[config.mk]
export PLATFORM = sky130hd
export DESIGN_NAME = pixel_neighbor_index_generator_unit
export DESIGN_NICKNAME = d
export VERILOG_FILES = /design/src/rtl/pnig_pkg.sv /design/src/rtl/pnig_front.sv /design/src/rtl/pnig_queue.sv /design/src/rtl/pnig_back.sv /design/src/rtl/pixel_neighbor_index_generator_unit.sv
export SDC_FILE = /design/constraint.sdc
export NUM_CORES = 1
export LEC_CHECK = 0
export BUFFER_PORTS_ARGS = -buffer_cell sky130_fd_sc_hd__buf_2
export CORE_UTILIZATION = 60
export DETAILED_ROUTE_END_ITERATION = 6
export GPL_TIMING_DRIVEN = 0
export PLACE_DENSITY_LB_ADDON = 0.1
export SYNTH_ARGS = -nofsm -noshare
export SYNTH_HDL_FRONTEND = slang
export SYNTH_HIERARCHICAL = 1
export SYNTH_SLANG_ARGS = --single-unit
[constraint.sdc]
create_clock -name i_clk -period 9.15 [get_ports i_clk]
set_input_delay 1.3725 -clock i_clk [delete_from_list [all_inputs] [get_ports i_clk]]
set_output_delay 1.3725 -clock i_clk [all_outputs]
set_load 0.02 [all_outputs]
[src/rtl/pnig_pkg.sv]
package pnig_pkg;

    // geometry limits
    localparam int COORD_BITS = 12;
    localparam int IDX_BITS   = 24;
    localparam int CFG_DIM_W  = 13;
    localparam int CFG_IDX_W  = 2;
    localparam int DIM_W      = COORD_BITS + 1;
    localparam int MAX_DIM    = 1 << COORD_BITS;
    localparam int CL_W       = (CFG_DIM_W > DIM_W) ? CFG_DIM_W : DIM_W;
    localparam int AREA_W     = 2 * DIM_W;
    localparam int CMP_W      = (AREA_W > IDX_BITS) ? AREA_W : IDX_BITS;

    // radix-4 restoring divider
    localparam int DIV_STEPS  = (COORD_BITS + 1) / 2;
    localparam int QUO_W      = 2 * DIV_STEPS;
    localparam int DVS_W      = DIM_W + QUO_W - 1;
    localparam int DIV_W      = (DVS_W > IDX_BITS) ? DVS_W : IDX_BITS;
    localparam int STEP_W     = $clog2(DIV_STEPS);

    // neighbor candidates and queue
    localparam int NB_COUNT   = 14;
    localparam int NB_SEL_W   = $clog2(NB_COUNT);
    localparam int Q_DEPTH    = 4;
    localparam int Q_PTR_W    = $clog2(Q_DEPTH);
    localparam int Q_CNT_W    = $clog2(Q_DEPTH + 1);

    // configuration register indexes
    typedef enum logic [CFG_IDX_W-1:0] {
        CFG_WIDTH  = 2'd0,
        CFG_HEIGHT = 2'd1,
        CFG_WRAP   = 2'd2,
        CFG_EIGHT  = 2'd3
    } t_cfg_reg;

    // candidate neighbors in emission order
    typedef enum logic [NB_SEL_W-1:0] {
        NB_LEFT, NB_RIGHT, NB_UP, NB_DOWN, NB_FIRST, NB_LAST,
        NB_UL, NB_DL, NB_UR, NB_DR, NB_FU, NB_FD, NB_LU, NB_LD
    } t_nb;

    typedef enum logic [1:0] {
        PX_ZERO,
        PX_INC,
        PX_DEC
    } t_px;

    typedef enum logic [1:0] {
        FS_IDLE,
        FS_DIV,
        FS_CLASS
    } t_front_state;

    // offset of a neighbor: +-(w_mag * width) plus a column step
    typedef struct packed {
        logic [1:0] w_mag;
        logic       w_neg;
        t_px        px;
    } t_nb_ofs;

    typedef struct packed {
        logic [DIM_W-1:0]  width;
        logic [DIM_W-1:0]  height;
        logic [AREA_W-1:0] area;
        logic              wrap;
        logic              eight;
    } t_geom;

    typedef struct packed {
        logic [IDX_BITS-1:0] pix;
        logic [NB_COUNT-1:0] mask;
    } t_item;

    // saturate a written dimension to the coordinate range
    function automatic logic [DIM_W-1:0] clamp_dim(input logic [CFG_DIM_W-1:0] d);
        logic [CL_W-1:0] de;
        logic [CL_W-1:0] lim;
        de  = CL_W'(d);
        lim = CL_W'(MAX_DIM);
        return (de > lim) ? DIM_W'(lim) : DIM_W'(de);
    endfunction

    // offset table of the neighbor candidates
    function automatic t_nb_ofs nb_offset(input t_nb k);
        t_nb_ofs o;
        unique case (k)
            NB_LEFT:  o = '{2'd0, 1'b0, PX_DEC};
            NB_RIGHT: o = '{2'd0, 1'b0, PX_INC};
            NB_UP:    o = '{2'd1, 1'b1, PX_ZERO};
            NB_DOWN:  o = '{2'd1, 1'b0, PX_ZERO};
            NB_FIRST: o = '{2'd1, 1'b0, PX_DEC};
            NB_LAST:  o = '{2'd1, 1'b1, PX_INC};
            NB_UL:    o = '{2'd1, 1'b1, PX_DEC};
            NB_DL:    o = '{2'd1, 1'b0, PX_DEC};
            NB_UR:    o = '{2'd1, 1'b1, PX_INC};
            NB_DR:    o = '{2'd1, 1'b0, PX_INC};
            NB_FU:    o = '{2'd0, 1'b0, PX_DEC};
            NB_FD:    o = '{2'd2, 1'b0, PX_DEC};
            NB_LU:    o = '{2'd2, 1'b1, PX_INC};
            NB_LD:    o = '{2'd0, 1'b0, PX_INC};
            default:  o = '{2'd0, 1'b0, PX_ZERO};
        endcase
        return o;
    endfunction

endpackage

[src/rtl/pnig_front.sv]
module pnig_front (
    input  logic                            i_clk,
    input  logic                            i_rst_n,
    input  pnig_pkg::t_geom                 i_geom,
    input  logic                            i_s_valid,
    output logic                            o_s_ready,
    input  logic [pnig_pkg::IDX_BITS-1:0]   i_s_pix,
    output logic                            o_q_valid,
    input  logic                            i_q_ready,
    output pnig_pkg::t_item                 o_q_item
);

    pnig_pkg::t_front_state r_state, n_state;

    logic                              r_in_valid;
    logic [pnig_pkg::IDX_BITS-1:0]     r_in_pix;
    logic [pnig_pkg::IDX_BITS-1:0]     r_pix;
    logic [pnig_pkg::DIV_W-1:0]        r_rem;
    logic [pnig_pkg::DIV_W-1:0]        r_dvs;
    logic [pnig_pkg::QUO_W-1:0]        r_quo;
    logic [pnig_pkg::STEP_W-1:0]       r_step;

    logic                              in_frame;
    logic                              start;
    logic                              take;
    logic                              div_last;
    logic [pnig_pkg::DIV_W-1:0]        dvs_half;
    logic [pnig_pkg::DIV_W-1:0]        rem1;
    logic [pnig_pkg::DIV_W-1:0]        rem2;
    logic                              ge1;
    logic                              ge2;
    logic [pnig_pkg::COORD_BITS-1:0]   col;
    logic [pnig_pkg::COORD_BITS-1:0]   row;
    logic [pnig_pkg::DIM_W-1:0]        w_dec;
    logic [pnig_pkg::DIM_W-1:0]        h_dec;
    logic                              at_left, at_right, at_top, at_bottom;
    logic                              has_l, has_r, has_u, has_d, is_first, is_last;
    logic [pnig_pkg::NB_COUNT-1:0]     mask;

    // frame check against the registered area
    assign in_frame = pnig_pkg::CMP_W'(r_in_pix) < pnig_pkg::CMP_W'(i_geom.area);
    assign take     = (r_state == pnig_pkg::FS_IDLE);
    assign start    = take && r_in_valid && in_frame;
    assign div_last = (r_step == pnig_pkg::STEP_W'(pnig_pkg::DIV_STEPS - 1));

    // two restoring steps per cycle
    always_comb begin
        dvs_half = r_dvs >> 1;
        ge1      = (r_rem >= r_dvs);
        rem1     = ge1 ? (r_rem - r_dvs) : r_rem;
        ge2      = (rem1 >= dvs_half);
        rem2     = ge2 ? (rem1 - dvs_half) : rem1;
    end

    // classification of the column and row
    always_comb begin
        col       = r_rem[pnig_pkg::COORD_BITS-1:0];
        row       = r_quo[pnig_pkg::COORD_BITS-1:0];
        w_dec     = i_geom.width - pnig_pkg::DIM_W'(1);
        h_dec     = i_geom.height - pnig_pkg::DIM_W'(1);
        at_left   = (col == '0);
        at_right  = (col == w_dec[pnig_pkg::COORD_BITS-1:0]);
        at_top    = (row == '0);
        at_bottom = (row == h_dec[pnig_pkg::COORD_BITS-1:0]);
        has_l     = !at_left;
        has_r     = !at_right;
        has_u     = !at_top;
        has_d     = !at_bottom;
        is_first  = i_geom.wrap && at_left;
        is_last   = i_geom.wrap && at_right;

        mask                     = '0;
        mask[pnig_pkg::NB_LEFT]  = has_l;
        mask[pnig_pkg::NB_RIGHT] = has_r;
        mask[pnig_pkg::NB_UP]    = has_u;
        mask[pnig_pkg::NB_DOWN]  = has_d;
        mask[pnig_pkg::NB_FIRST] = is_first;
        mask[pnig_pkg::NB_LAST]  = is_last;
        mask[pnig_pkg::NB_UL]    = i_geom.eight && has_l && has_u;
        mask[pnig_pkg::NB_DL]    = i_geom.eight && has_l && has_d;
        mask[pnig_pkg::NB_UR]    = i_geom.eight && has_r && has_u;
        mask[pnig_pkg::NB_DR]    = i_geom.eight && has_r && has_d;
        mask[pnig_pkg::NB_FU]    = i_geom.eight && is_first && has_u;
        mask[pnig_pkg::NB_FD]    = i_geom.eight && is_first && has_d;
        mask[pnig_pkg::NB_LU]    = i_geom.eight && is_last && has_u;
        mask[pnig_pkg::NB_LD]    = i_geom.eight && is_last && has_d;
    end

    // next state
    always_comb begin
        n_state = r_state;
        unique case (r_state)
            pnig_pkg::FS_IDLE: begin
                if (start) begin
                    n_state = pnig_pkg::FS_DIV;
                end
            end
            pnig_pkg::FS_DIV: begin
                if (div_last) begin
                    n_state = pnig_pkg::FS_CLASS;
                end
            end
            pnig_pkg::FS_CLASS: begin
                if (!(|mask) || i_q_ready) begin
                    n_state = pnig_pkg::FS_IDLE;
                end
            end
            default: n_state = pnig_pkg::FS_IDLE;
        endcase
    end

    // outputs
    always_comb begin
        o_s_ready     = !r_in_valid || take;
        o_q_valid     = (r_state == pnig_pkg::FS_CLASS) && (|mask);
        o_q_item.pix  = r_pix;
        o_q_item.mask = mask;
    end

    // control registers
    always_ff @(posedge i_clk) begin
        if (!i_rst_n) begin
            r_state    <= pnig_pkg::FS_IDLE;
            r_in_valid <= 1'b0;
        end else begin
            r_state <= n_state;
            if (i_s_valid && o_s_ready) begin
                r_in_valid <= 1'b1;
            end else if (take) begin
                r_in_valid <= 1'b0;
            end
        end
    end

    // input buffer and divider datapath
    always_ff @(posedge i_clk) begin
        if (i_s_valid && o_s_ready) begin
            r_in_pix <= i_s_pix;
        end
        if (start) begin
            r_pix  <= r_in_pix;
            r_rem  <= pnig_pkg::DIV_W'(r_in_pix);
            r_dvs  <= pnig_pkg::DIV_W'(i_geom.width) << (pnig_pkg::QUO_W - 1);
            r_quo  <= '0;
            r_step <= '0;
        end else if (r_state == pnig_pkg::FS_DIV) begin
            r_rem  <= rem2;
            r_dvs  <= r_dvs >> 2;
            r_quo  <= {r_quo[pnig_pkg::QUO_W-3:0], ge1, ge2};
            r_step <= r_step + pnig_pkg::STEP_W'(1);
        end
    end

endmodule

[src/rtl/pnig_queue.sv]
module pnig_queue (
    input  logic             i_clk,
    input  logic             i_rst_n,
    input  logic             i_push_valid,
    output logic             o_push_ready,
    input  pnig_pkg::t_item  i_push_item,
    output logic             o_pop_valid,
    input  logic             i_pop_ready,
    output pnig_pkg::t_item  o_pop_item
);

    pnig_pkg::t_item                r_mem [pnig_pkg::Q_DEPTH];
    logic [pnig_pkg::Q_PTR_W-1:0]   r_wr_ptr;
    logic [pnig_pkg::Q_PTR_W-1:0]   r_rd_ptr;
    logic [pnig_pkg::Q_CNT_W-1:0]   r_count;
    logic                           push;
    logic                           pop;

    assign o_push_ready = (r_count != pnig_pkg::Q_CNT_W'(pnig_pkg::Q_DEPTH));
    assign o_pop_valid  = (r_count != '0);
    assign o_pop_item   = r_mem[r_rd_ptr];
    assign push         = i_push_valid && o_push_ready;
    assign pop          = o_pop_valid && i_pop_ready;

    // pointers and fill count
    always_ff @(posedge i_clk) begin
        if (!i_rst_n) begin
            r_wr_ptr <= '0;
            r_rd_ptr <= '0;
            r_count  <= '0;
        end else begin
            if (push) begin
                r_wr_ptr <= r_wr_ptr + pnig_pkg::Q_PTR_W'(1);
            end
            if (pop) begin
                r_rd_ptr <= r_rd_ptr + pnig_pkg::Q_PTR_W'(1);
            end
            if (push && !pop) begin
                r_count <= r_count + pnig_pkg::Q_CNT_W'(1);
            end else if (pop && !push) begin
                r_count <= r_count - pnig_pkg::Q_CNT_W'(1);
            end
        end
    end

    // entry storage
    always_ff @(posedge i_clk) begin
        if (push) begin
            r_mem[r_wr_ptr] <= i_push_item;
        end
    end

endmodule

[src/rtl/pnig_back.sv]
module pnig_back (
    input  logic                            i_clk,
    input  logic                            i_rst_n,
    input  pnig_pkg::t_geom                 i_geom,
    input  logic                            i_q_valid,
    output logic                            o_q_ready,
    input  pnig_pkg::t_item                 i_q_item,
    output logic                            o_valid,
    input  logic                            i_ready,
    output logic [pnig_pkg::IDX_BITS-1:0]   o_index,
    output logic                            o_last
);

    pnig_pkg::t_item                   r_cur;
    logic                              r_cur_valid;
    logic                              r_out_valid;
    logic [pnig_pkg::IDX_BITS-1:0]     r_out_index;
    logic                              r_out_last;

    logic                              advance;
    logic                              emit;
    logic                              finish;
    pnig_pkg::t_nb                     sel;
    pnig_pkg::t_nb_ofs                 ofs;
    logic [pnig_pkg::NB_COUNT-1:0]     lowest;
    logic [pnig_pkg::NB_COUNT-1:0]     rest;
    logic [pnig_pkg::IDX_BITS-1:0]     w_one;
    logic [pnig_pkg::IDX_BITS-1:0]     w_term;
    logic [pnig_pkg::IDX_BITS-1:0]     p_term;
    logic [pnig_pkg::IDX_BITS-1:0]     nb_index;

    // lowest pending candidate
    always_comb begin
        sel = pnig_pkg::NB_LEFT;
        for (int i = pnig_pkg::NB_COUNT - 1; i >= 0; i--) begin
            if (r_cur.mask[i]) begin
                sel = pnig_pkg::t_nb'(pnig_pkg::NB_SEL_W'(i));
            end
        end
        lowest = r_cur.mask & (~r_cur.mask + pnig_pkg::NB_COUNT'(1));
        rest   = r_cur.mask & ~lowest;
    end

    // neighbor index from the offset table
    always_comb begin
        ofs   = pnig_pkg::nb_offset(sel);
        w_one = pnig_pkg::IDX_BITS'(i_geom.width);
        unique case (ofs.w_mag)
            2'd1:    w_term = w_one;
            2'd2:    w_term = w_one << 1;
            default: w_term = '0;
        endcase
        unique case (ofs.px)
            pnig_pkg::PX_INC: p_term = pnig_pkg::IDX_BITS'(1);
            pnig_pkg::PX_DEC: p_term = '1;
            default:          p_term = '0;
        endcase
        nb_index = r_cur.pix + (ofs.w_neg ? (~w_term + pnig_pkg::IDX_BITS'(1)) : w_term)
                 + p_term;
    end

    assign advance   = !r_out_valid || i_ready;
    assign emit      = r_cur_valid && advance;
    assign finish    = emit && (rest == '0);
    assign o_q_ready = !r_cur_valid || finish;
    assign o_valid   = r_out_valid;
    assign o_index   = r_out_index;
    assign o_last    = r_out_last;

    // control registers
    always_ff @(posedge i_clk) begin
        if (!i_rst_n) begin
            r_cur_valid <= 1'b0;
            r_out_valid <= 1'b0;
        end else begin
            if (i_q_valid && o_q_ready) begin
                r_cur_valid <= 1'b1;
            end else if (finish) begin
                r_cur_valid <= 1'b0;
            end
            if (advance) begin
                r_out_valid <= r_cur_valid;
            end
        end
    end

    // current pixel and output register
    always_ff @(posedge i_clk) begin
        if (i_q_valid && o_q_ready) begin
            r_cur <= i_q_item;
        end else if (emit) begin
            r_cur.mask <= rest;
        end
        if (emit) begin
            r_out_index <= nb_index;
            r_out_last  <= (rest == '0);
        end
    end

endmodule

[src/rtl/pixel_neighbor_index_generator_unit.sv]
// Pixel neighbor index generator: each pixel_index transaction (row * width
// + column) yields the linear indices of its in-frame neighbors, one per output
// transaction, tlast on the final one: left, right, up, down, the horizontal wrap
// partners when wrap_columns is set, then with eight_connected the four
// diagonals and the wrap diagonals. An index outside the frame, or a pixel with
// no neighbor, gives no output. The front end takes a pixel from the input
// buffer, splits it into column and row with DIV_STEPS = 6 steps of the radix-4
// divider and classifies it, holding while the queue is full; an out-of-frame
// pixel is dropped. The back end delivers one neighbor per cycle unless the
// output stalls, up to 8 per pixel, behind a 4-entry queue and an output
// register; the front end takes no new pixel until the last is classified, so
// the divider sets the rate. The user must write configuration only while no
// pixel is in flight; the block does not enforce it; no clearing pass follows reset.
module pixel_neighbor_index_generator_unit (
    input  logic                             i_clk,
    input  logic                             i_rst_n,
    input  logic                             i_cfg_valid,
    output logic                             o_cfg_ready,
    input  logic [pnig_pkg::CFG_IDX_W-1:0]   i_cfg_index,
    input  logic [pnig_pkg::CFG_DIM_W-1:0]   i_cfg_data,
    input  logic                             i_s_axis_tvalid,
    output logic                             o_s_axis_tready,
    input  logic [23:0]                      i_s_axis_tdata,   // [23:0] pixel_index
    output logic                             o_m_axis_tvalid,
    input  logic                             i_m_axis_tready,
    output logic [23:0]                      o_m_axis_tdata,   // [23:0] neighbor_index
    output logic                             o_m_axis_tlast    // last_neighbor
);

    logic [pnig_pkg::DIM_W-1:0]    r_width;
    logic [pnig_pkg::DIM_W-1:0]    r_height;
    logic [pnig_pkg::AREA_W-1:0]   r_area;
    logic                          r_wrap;
    logic                          r_eight;

    pnig_pkg::t_geom               geom;
    logic                          q_push_valid;
    logic                          q_push_ready;
    pnig_pkg::t_item               q_push_item;
    logic                          q_pop_valid;
    logic                          q_pop_ready;
    pnig_pkg::t_item               q_pop_item;

    assign o_cfg_ready = 1'b1;

    // configuration registers, dimensions stored saturated
    always_ff @(posedge i_clk) begin
        if (!i_rst_n) begin
            r_width  <= pnig_pkg::DIM_W'(1);
            r_height <= pnig_pkg::DIM_W'(1);
            r_wrap   <= 1'b0;
            r_eight  <= 1'b0;
            r_area   <= pnig_pkg::AREA_W'(1);
        end else begin
            r_area <= pnig_pkg::AREA_W'(r_width) * pnig_pkg::AREA_W'(r_height);
            if (i_cfg_valid && o_cfg_ready) begin
                unique case (pnig_pkg::t_cfg_reg'(i_cfg_index))
                    pnig_pkg::CFG_WIDTH:  r_width  <= pnig_pkg::clamp_dim(i_cfg_data);
                    pnig_pkg::CFG_HEIGHT: r_height <= pnig_pkg::clamp_dim(i_cfg_data);
                    pnig_pkg::CFG_WRAP:   r_wrap   <= i_cfg_data[0];
                    pnig_pkg::CFG_EIGHT:  r_eight  <= i_cfg_data[0];
                    default: ;
                endcase
            end
        end
    end

    always_comb begin
        geom.width  = r_width;
        geom.height = r_height;
        geom.area   = r_area;
        geom.wrap   = r_wrap;
        geom.eight  = r_eight;
    end

    // divide and classify
    pnig_front u_front (
        .i_clk     (i_clk),
        .i_rst_n   (i_rst_n),
        .i_geom    (geom),
        .i_s_valid (i_s_axis_tvalid),
        .o_s_ready (o_s_axis_tready),
        .i_s_pix   (i_s_axis_tdata),
        .o_q_valid (q_push_valid),
        .i_q_ready (q_push_ready),
        .o_q_item  (q_push_item)
    );

    // decoupling queue
    pnig_queue u_queue (
        .i_clk        (i_clk),
        .i_rst_n      (i_rst_n),
        .i_push_valid (q_push_valid),
        .o_push_ready (q_push_ready),
        .i_push_item  (q_push_item),
        .o_pop_valid  (q_pop_valid),
        .i_pop_ready  (q_pop_ready),
        .o_pop_item   (q_pop_item)
    );

    // neighbor emission
    pnig_back u_back (
        .i_clk     (i_clk),
        .i_rst_n   (i_rst_n),
        .i_geom    (geom),
        .i_q_valid (q_pop_valid),
        .o_q_ready (q_pop_ready),
        .i_q_item  (q_pop_item),
        .o_valid   (o_m_axis_tvalid),
        .i_ready   (i_m_axis_tready),
        .o_index   (o_m_axis_tdata),
        .o_last    (o_m_axis_tlast)
    );

endmodule

* Yosys cells after proc, flatten, opt, wreduce, memory -nomap -nowiden
Memories as Yosys holds them, arrays and structs flattened. A register that Yosys moved wholly into a read port is not among the register bits. Index checks and enable logic that the tools add are counted.
Word-level totals: RAM bits 152, flip-flop bits (word level) 240, memory bits (read-only) 80, logic and storage cells 159, output and inout bits 28, input port bits 44, memories 2
Memories:
- u_queue.r_mem | depth 4, width 38, rd ports 1, clocked after Yosys merged registers in 1, wr ports 1, line pnig_queue.sv:12 | pnig_pkg::t_item r_mem [pnig_pkg::Q_DEPTH];
- (no name shown) | depth 16, width 5, rd ports 1, clocked after Yosys merged registers in 0, wr ports 0, line pnig_pkg.sv:86 | unique case (k)
Cells by class: equality and inequality tests 16, multiply operators 1, add/subtract/negate cells 13, mux-type cells 40, bitwise gates (word level) 5, order comparisons 4, reduce and logical (&&, ||, !) cells 55
Operator list (count):
- 24-bit two-way mux | 7
- 4-bit two-way mux | 14
- 24-bit adder | 2
- 24-bit one-hot mux with 2 select lines | 1
- 14-bit bitwise AND | 2
- 14-bit two-way mux | 2
- 14-bit inverter | 2
- 14-bit one-hot mux with 2 select lines | 1
- 24-bit by 26-bit < comparator with 1-bit output | 1
- 13-bit by 13-bit multiplier with 26-bit output | 1
- 24-bit by 1-bit adder with 24-bit output (second input constant) | 1
- 12-bit == test | 2
- 24-bit by 23-bit >= comparator with 1-bit output | 1
- 24-bit >= comparator | 1
- 1-bit logical AND | 24
- 12-bit zero test | 2
- 14-bit inverter with 24-bit output | 1
- 12-bit by 1-bit subtractor with 12-bit output (second input constant) | 2
- 24-bit by 23-bit subtractor with 24-bit output | 1
- 24-bit subtractor | 1
- 14-bit by 1-bit adder with 14-bit output (second input constant) | 1
- 14-bit zero test | 1
- 14-bit OR reduction | 1
- 13-bit greater-than comparator (second input constant) | 1
- 20 further kinds | 61

* Depth between registers and ports, before layout
Gate-level depths: netlist (run 1). An unclocked memory read counts as a cell.
word-level depth 22, depth in mapped cells 30, depth with buffers taken out 28

* Modules after synthesis
Netlist (run 1), hierarchy kept.
Modules (own cells, without submodules):
- pnig_front | cells an instance 1018, seq. area each 3133.0 um^2, instances 1, area each 8987.4 um^2
- pixel_neighbor_index_generator_unit | cells an instance 873, seq. area each 1081.0 um^2, instances 1, area each 7438.4 um^2
- pnig_queue | cells an instance 246, seq. area each 4744.6 um^2, instances 1, area each 5977.0 um^2
- pnig_back | cells an instance 454, seq. area each 1931.9 um^2, instances 1, area each 4854.7 um^2

* Worst setup path before layout (run 1)
OpenSTA, ideal clock, no wires.
path type register -> register, from reg u_back/r_cur[8] in the netlist's numbering, to reg u_back.r_out_index, in the netlist u_back/o_index[21] (data pin), path buffers 2, arrival 6.082 ns, slack 2.812 ns, required time 8.894 ns, setup time 0.256 ns, period minus slack after synthesis 6.338 ns, stages on the path, launching flop included 24, path through edfxtp_1 -> or4_1 -> nor3_1 -> or2_2 -> clkinv_1 -> xnor2_1 -> ha_1 -> clkbuf_1 -> clkbuf_1 -> a22oi_1 -> or2_2 -> ha_1 -> and3_1 -> and3b_1 -> nor2_1 -> xor2_1 -> fa_1 -> ha_1 -> a21o_1 -> a21o_1 -> a22o_1 -> a2111oi_0 -> o31ai_1 -> a41o_1
Between the ends: cells in the longest elaborated chain, start to end 17, elaborated cells on any way between the ends 21, those cells by class add/sub: 3; eq/ne: 4; mux: 12; bitwise: 1; memory: 1
Ends and longest elaborated chain:
- from (decl) | line pnig_back.sv:14 | pnig_pkg::t_item r_cur;
- from (signal assigned) | line pnig_back.sv:90 | r_cur <= i_q_item;
- 4-bit two-way mux * (9 in a row) | line pnig_back.sv:36 | if (r_cur.mask[i]) begin
- memory 16 x 5 bit *
- 2-bit == test / 2-bit by 1-bit == test with 1-bit output (equally long branches) | line pnig_back.sv:48 | unique case (ofs.w_mag)
- 14-bit one-hot mux with 2 select lines | line pnig_back.sv:48
- 14-bit inverter with 24-bit output | line pnig_back.sv:58 | nb_index = r_cur.pix + (ofs.w_neg ? (~w_term + pnig_pkg::IDX_BITS'(1)) : w_term)
- 24-bit by 1-bit adder with 24-bit output | line pnig_back.sv:58
- 24-bit two-way mux | line pnig_back.sv:58
- 24-bit adder | line pnig_back.sv:58
- 24-bit adder * | line pnig_back.sv:59 | + p_term;
- via u_back.nb_index (one bit) | line pnig_back.sv:30 | logic [pnig_pkg::IDX_BITS-1:0] nb_index;
- to (signal assigned) | line pnig_back.sv:95 | r_out_index <= nb_index;
- to (decl) | line pnig_back.sv:17 | logic [pnig_pkg::IDX_BITS-1:0] r_out_index;
Mark *: on every way through the listed nets, which the timed path passes. The rest lies on a longest branch. A chain may end at the register's enable or synchronous reset.

* Worst setup path after layout (run 1)
Ends and elaborated chain as after synthesis.

==> results of run 1 <==
==> final cells by class <==
cell class | count | area share
flip-flops and latches | 394 | 0.3634
repair buffers | 76 | 0.01628
multi-input cells | 1810 | 0.4935
clock buffers | 52 | 0.03732
plain buffers | 111 | 0.01841
clock inverters | 26 | 0.01177
inverters | 276 | 0.03457
diodes | 1 | 0.00008349
well taps | 592 | 0.02471
==> metal layers <==
layer | up-vias | share of wire | GRT usage
met5 | - | 0 | 0
met4 | 0 | 0.049 | 0.1376
met3 | 173 | 0.071 | 0.05916
met2 | 742 | 0.48 | 0.5208
met1 | 9765 | 0.40 | 0.3731
li1 | 9325 | - | -
==> stage by stage <==
stage	util	power, mW	hold WS [ps]	area, sq um
after floorplan	-	6.253	440.0	27260
after global placement	0.6369	7.150	457.1	28350
after detailed placement	0.6402	7.350	463.3	28500
after CTS	0.6733	9.174	451.4	29970
after global routing	0.6733	9.826	483.9	29970
final	0.6734	9.168	461.2	29970
==> state kept, by name, summed over array words and instances (netlist names), named ones only <==
signal	count
u_back/r_cur	38
u_back/o_last	1
u_front/r_quo	12
u_back/o_index	24
r_width	13
u_front/r_state	2
u_queue/r_rd_ptr	2
u_front/r_in_valid	1
u_queue/r_count	3
r_wrap	1
r_eight	1
r_area	26
u_back/o_valid	1
r_height	13
u_front/r_in_pix	24
u_queue/r_mem	152
u_front/r_step	3
u_queue/r_wr_ptr	2
u_front/r_pix	24
u_front/r_rem	24
u_back/r_cur_valid	1
u_front/r_dvs	24
==> placed cells by master (no fill, tap or decap), types with 36 or more instances in the layout <==
cell type    n
mux4_2      38
nand4_1     36
fa_1       148
xnor2_1     52
nor2_1     136
inv_1      274
a21o_1      47
o21ai_0     75
and2_1      97
dfxtp_1     94
ha_1       181
a21oi_1    146
clkbuf_16   42
nor3_1      36
edfxtp_1   300
xor2_1      69
clkbuf_1    78
nand2_1    312
buf_2       85
==> synthesized netlist by cell type (all sizes together), types with 25 or more instances <==
cell | number | share of area
nand2 | 314 | 0.044
edfxtp | 300 | 0.33
inv | 274 | 0.038
ha | 181 | 0.083
a21oi | 148 | 0.028
fa | 148 | 0.11
nor2 | 137 | 0.019
and2 | 102 | 0.024
dfxtp | 94 | 0.069
o21ai | 80 | 0.015
clkbuf | 72 | 0.010
xor2 | 69 | 0.022
xnor2 | 52 | 0.017
a21o | 47 | 0.013
buf | 39 | 0.010
mux4 | 38 | 0.031
nand4 | 38 | 0.0092
nor3 | 36 | 0.0066
nor2b | 28 | 0.0064
nand2b | 27 | 0.0062
nand3 | 27 | 0.0050
a211oi | 26 | 0.0072
and3 | 25 | 0.0057
==> kinds of logic (layout without fill, tap and decap cells) <==
family | after synthesis | count (layout) | share of synthesized area
adder cells (fa/ha/maj) | 330 | 330 | 0.1922
AND/OR/NAND/NOR | 796 | 796 | 0.1419
XOR/XNOR | 121 | 121 | 0.03888
buffers and inverters | 387 | 541 | 0.05821
multiplexers | 82 | 82 | 0.04925
AO/OA/AOI/OAI | 480 | 480 | 0.1199
flip-flops | 394 | 394 | 0.3995
other | 1 | 2 | 0.0001376
==> power groups by stage <==
stage	Clock, mW	Combinational (mW)	Sequential, mW
detailed placement	0	4.67	2.68
CTS	1.82	4.72	2.64
global route	1.89	5.27	2.67
global placement	0	4.48	2.67
finish	1.79	4.74	2.64
floorplan	0	3.57	2.68
==> final timing paths <==
kind,end,slack [ps],depth (start not counted)
setup / recovery,u_back/o_index[21]$_DFFE_PP_,1110,24
hold / removal,u_front/r_dvs[4]$_SDFFE_PP0P_,460,2
setup reg to reg,u_back/o_index[21]$_DFFE_PP_,1110,24
hold reg to reg,u_front/r_dvs[4]$_SDFFE_PP0P_,460,2
==> worst min-delay path, cell delays in order, from the launching register on <==
cell	delay [ps]
dfxtp_1	320
nand2_1	60
a21oi_1	50
==> results.toml, run 1 <==
[sta]
timing.final.ws_setup_ps = 1112
hold_viol = 0
drv_slew = 0
slew_headroom = 0.1312
fin_crit_sh = 0.8784
worst_slew_pin_slew_ps = 1300
finClkSkew_ps = 32.00
finalCriticalPeriod_ps = 8038
setup-tns-final_ps = 0
finalSetupViolations = 0
rsz0062_at_grt = "no"
max_freq_ghz = 0.1244

[yosys]
synth.avg_cell_area_sq_um = 10.52
netlist_area_sq_um = 27260
seq_area_frac_synth = 0.3995
synthesis.nets = 2964
ys_warn_count = 6
async_flop_share = 0
synth_edf_count = 300
yosys.cell_types.count = 107
netlist_instances = 2591
synth_ff_type = "edfxtp_1"
synth-seq-cells = 394

[worst_setup_path]
crit_top_cell = "ha_1"
critPathTopFamily = "compound AO/OA/AOI/OAI gates"
crit_buf_inv = 3
slowest_delay_ps = 940
required_ps = 9570
critPathLaunch = "u_back/r_cur[8]$_DFFE_PP_"
worstSetupPathType = "register to register"
reg2reg_from = "u_back/r_cur[8]$_DFFE_PP_"
worst_ep_arrival_time_ps = 8460
start_kind = "register"
end_kind = "register"
slowest_stage = "a2111oi_0"
worstPathCellList = "or4_1, nor3_1, or2_2, clkinv_1, xnor2_1, ha_1, clkbuf_1, clkbuf_1, a22oi_1, or2_2, ha_1, and3_1, and3b_1, nor2_1, xor2_1, fa_1, ha_1, a21o_1, a21o_1, a22o_1, a2111oi_0, o31ai_1, o41ai_1, a41o_1"
crit_fanout = 10

[floorplanning]
die_h_um = 215.1
start_util = 0.6124
die_w_um = 215.1
core_sq_um = 44510
ios = 72
rows = 77
die_area_sq_um = 46290

[cells_and_area]
multi_input_area_sq_um = 14790
nFillCells = 3476
final_nets = 3084
seq_area_sq_um = 10890
stdcell_count = 3338
syn2layout_area_growth_pct = 9.956
drive_above_1_share = 0.1056

[power_and_ir_drop]
clkPwrFrac = 0.195
worst_ir_drop_vdd_uv = 355.2
intPower_mw = 5.505
combPwrFrac = 0.517
sw_frac_of_total = 0.3995
p_leak_nw = 12.17
p_seq_frac = 0.288
p_sw_mw = 3.663
p_per_area_nw_per_um2 = 305.9

[place]
pre_cts_slack_ps = 1380
dp_hpwl_um = 53030
numPortBuffers = 70
placed_cells = 3259
gp_congestion = 0.9270

[global_route]
grt_pass1_vias = 20140
grt_overflow = 0
grt_max_degree = 38
antenna_found_initial = 1
grt_pass1_wl_um = 109200
grt_use_total = 0.3045

[clocking]
cts_htree_levels = 2
clk_latency_ps = 580
cts-buffers-inserted = 42
clk_path_buf_depth = 3
cts_tree = "built"
root_buffer = "clkbuf_16"
cts_hold_buf = 0
post_cts_resized = 0
cts_setup_buffers = 0
clkSlewWorstSetupHoldPaths_ps = 60
cts_sinks = 394

[worst_hold_path]
hold_class = "register to register"
min_from = "u_front/r_dvs[6]$_SDFFE_PP0P_"

[route]
vias = 20010
vias_per_cell = 5.993
avgRoutedWirePerCell_um = 20.64
wirelength_um = 68880
first_pass_iters = 5
drt_iter0_drc = 1398
antenna_left = 0
drc = 0

[run]
cap_violations = 0

[outcome]
status = "finished clean"
Power figures use the tool's default switching activity.
==> run 2: changes to the inputs <==
CAP_MARGIN = 20   (was default)
CORE_UTILIZATION = 64   (was 60)
==> results.toml, run 2 (same netlist as run 1, synthesis figures left out) <==
[outcome]
status = "finished clean"

[sta]
finalSetupViolations = 0
drv_slew = 0
max_freq_ghz = 0.1238
setup-tns-final_ps = 0
rsz0062_at_grt = "no"
finClkSkew_ps = 22.60
hold_viol = 0
slew_headroom = 0.2740
fin_crit_sh = 0.8829
worst_slew_pin_slew_ps = 1088
timing.hold.ws_ps = 472.0
finalCriticalPeriod_ps = 8079

[route]
avgRoutedWirePerCell_um = 21.55
vias = 20290
first_pass_iters = 6
drc = 0
antenna_left = 0
wirelength_um = 70740
vias_per_cell = 6.180
drt_iter0_drc = 1803

[cells_and_area]
top_register = "u_queue/r_mem"
layout_commonest_cell = "nand2_1"
stdcell_count = 3283
drive_above_1_share = 0.1068
syn2layout_area_growth_pct = 9.594
nFillCells = 3071
final_nets = 3084
antenna_cells = 0
final_cell_mix = "312 x nand2_1, 300 x edfxtp_1, 274 x inv_1"
largest_reg_flops = 152
top_regs = "u_queue/r_mem x152, u_back/r_cur x38, r_area x26"

[clocking]
clk_latency_ps = 580
root_buffer = "clkbuf_16"
clk_path_buf_depth = 3
cts_htree_levels = 2
cts_sinks = 394
post_cts_resized = 0
cts_hold_buf = 0
clkSlewWorstSetupHoldPaths_ps = 60
cts_tree = "built"
cts-buffers-inserted = 41
cts_setup_buffers = 0

[power_and_ir_drop]
p_leak_nw = 12.15
fin_total_pwr_mw = 9.172
p_per_area_nw_per_um2 = 307.0
worst_ir_drop_vdd_uv = 240.7

[global_route]
grt_use_total = 0.3331
grt_pass1_wl_um = 110600
antenna_found_initial = 2
grt_pass1_vias = 20370
grt_max_degree = 38
grt_overflow = 0

[floorplanning]
die_w_um = 208.4
die_area_sq_um = 43420
die_h_um = 208.4
start_util = 0.6498
core_sq_um = 41950
rows = 75
ios = 72

[run]
cap_violations = 0

[worst_setup_path]
worst_ep_arrival_time_ps = 8500
end_kind = "register"
required_ps = 9580
worstSetupPathType = "register to register"
start_kind = "register"
reg2reg_from = "u_back/r_cur[8]$_DFFE_PP_"
crit_fanout = 10
critPathLaunch = "u_back/r_cur[8]$_DFFE_PP_"

[place]
gp_congestion = 0.9837
placed_cells = 3207
numPortBuffers = 70
dp_hpwl_um = 52480

[worst_hold_path]
min_from = "u_front/r_dvs[7]$_SDFFE_PP0P_"
hold_class = "register to register"
## run 2: cell count changes in the layout (fill, tap and decap cells not counted), moves of 2 or more
cell        before  now
inv_6            3    1
clkinv_1         8    6
buf_12           4    6
clkinvlp_4       0    3
buf_16           3    1
## run 2: layout make-up
class,count,area (sq um),area share
multi-input combinational,1810,14790,0.4952
sequential,394,10890,0.3646
clock buffer,52,1129,0.03778
inverter,276,1036,0.03468
tap,539,674.4,0.02258
buffer,111,551.8,0.01847
timing repair buffer,77,484.2,0.01621
clock inverter,24,314.1,0.01051
## run 2: where the power goes
part	internal [mW]	switching (mW)
registers	2.43	0.209
clock network	1.05	0.724
logic	1.98	2.77
total	5.47	3.70
## run 2: through the flow
step	worst slack, ps	cell area (sq um)	util
6_report	1071	29870	0.7122
4_1_cts	1222	29870	0.7122
5_1_grt	587.5	29870	0.7122
3_5_place_dp	1491	28430	0.6778
3_3_place_gp	1697	28280	0.6742
2_1_floorplan	2812	27260	-
## run 2: per-layer routing
layer,GRT usage,vias up,routed length (um),part of all wire
li1,-,9339,-,-
met1,0.4090,9985,27420,0.39
met2,0.5688,770,34460,0.49
met3,0.06128,194,5284,0.075
met4,0.1589,0,3573,0.051
met5,0,-,0,0
## run 2: final timing paths
check | endpoint | slack (ps) | depth (start not counted)
worst max-delay path | u_back/o_index[21]$_DFFE_PP_ | 1070 | 25
worst max register to register | u_back/o_index[21]$_DFFE_PP_ | 1070 | 25
worst min register to register | u_front/r_dvs[5]$_SDFFE_PP0P_ | 470 | 2
worst min-delay path | u_front/r_dvs[5]$_SDFFE_PP0P_ | 470 | 2
## run 2: worst max-delay path, cell delays in order, from the launching register on
cell and delay (ps):
edfxtp_1 480, or4_1 640, nor3_1 330, or2_2 200, clkinv_1 250, xnor2_1 490
inv_1 130, ha_1 230, clkbuf_1 200, buf_1 270, a22oi_1 240, nor2_1 120
nor4_1 330, nand2_1 150, nor4b_1 570, nor2_1 100, xor2_1 190, fa_1 450
ha_1 410, a21oi_1 140, o21ai_0 170, a22o_1 240, a2111oi_0 840, o31ai_1 300
o41ai_1 320, a41o_1 140
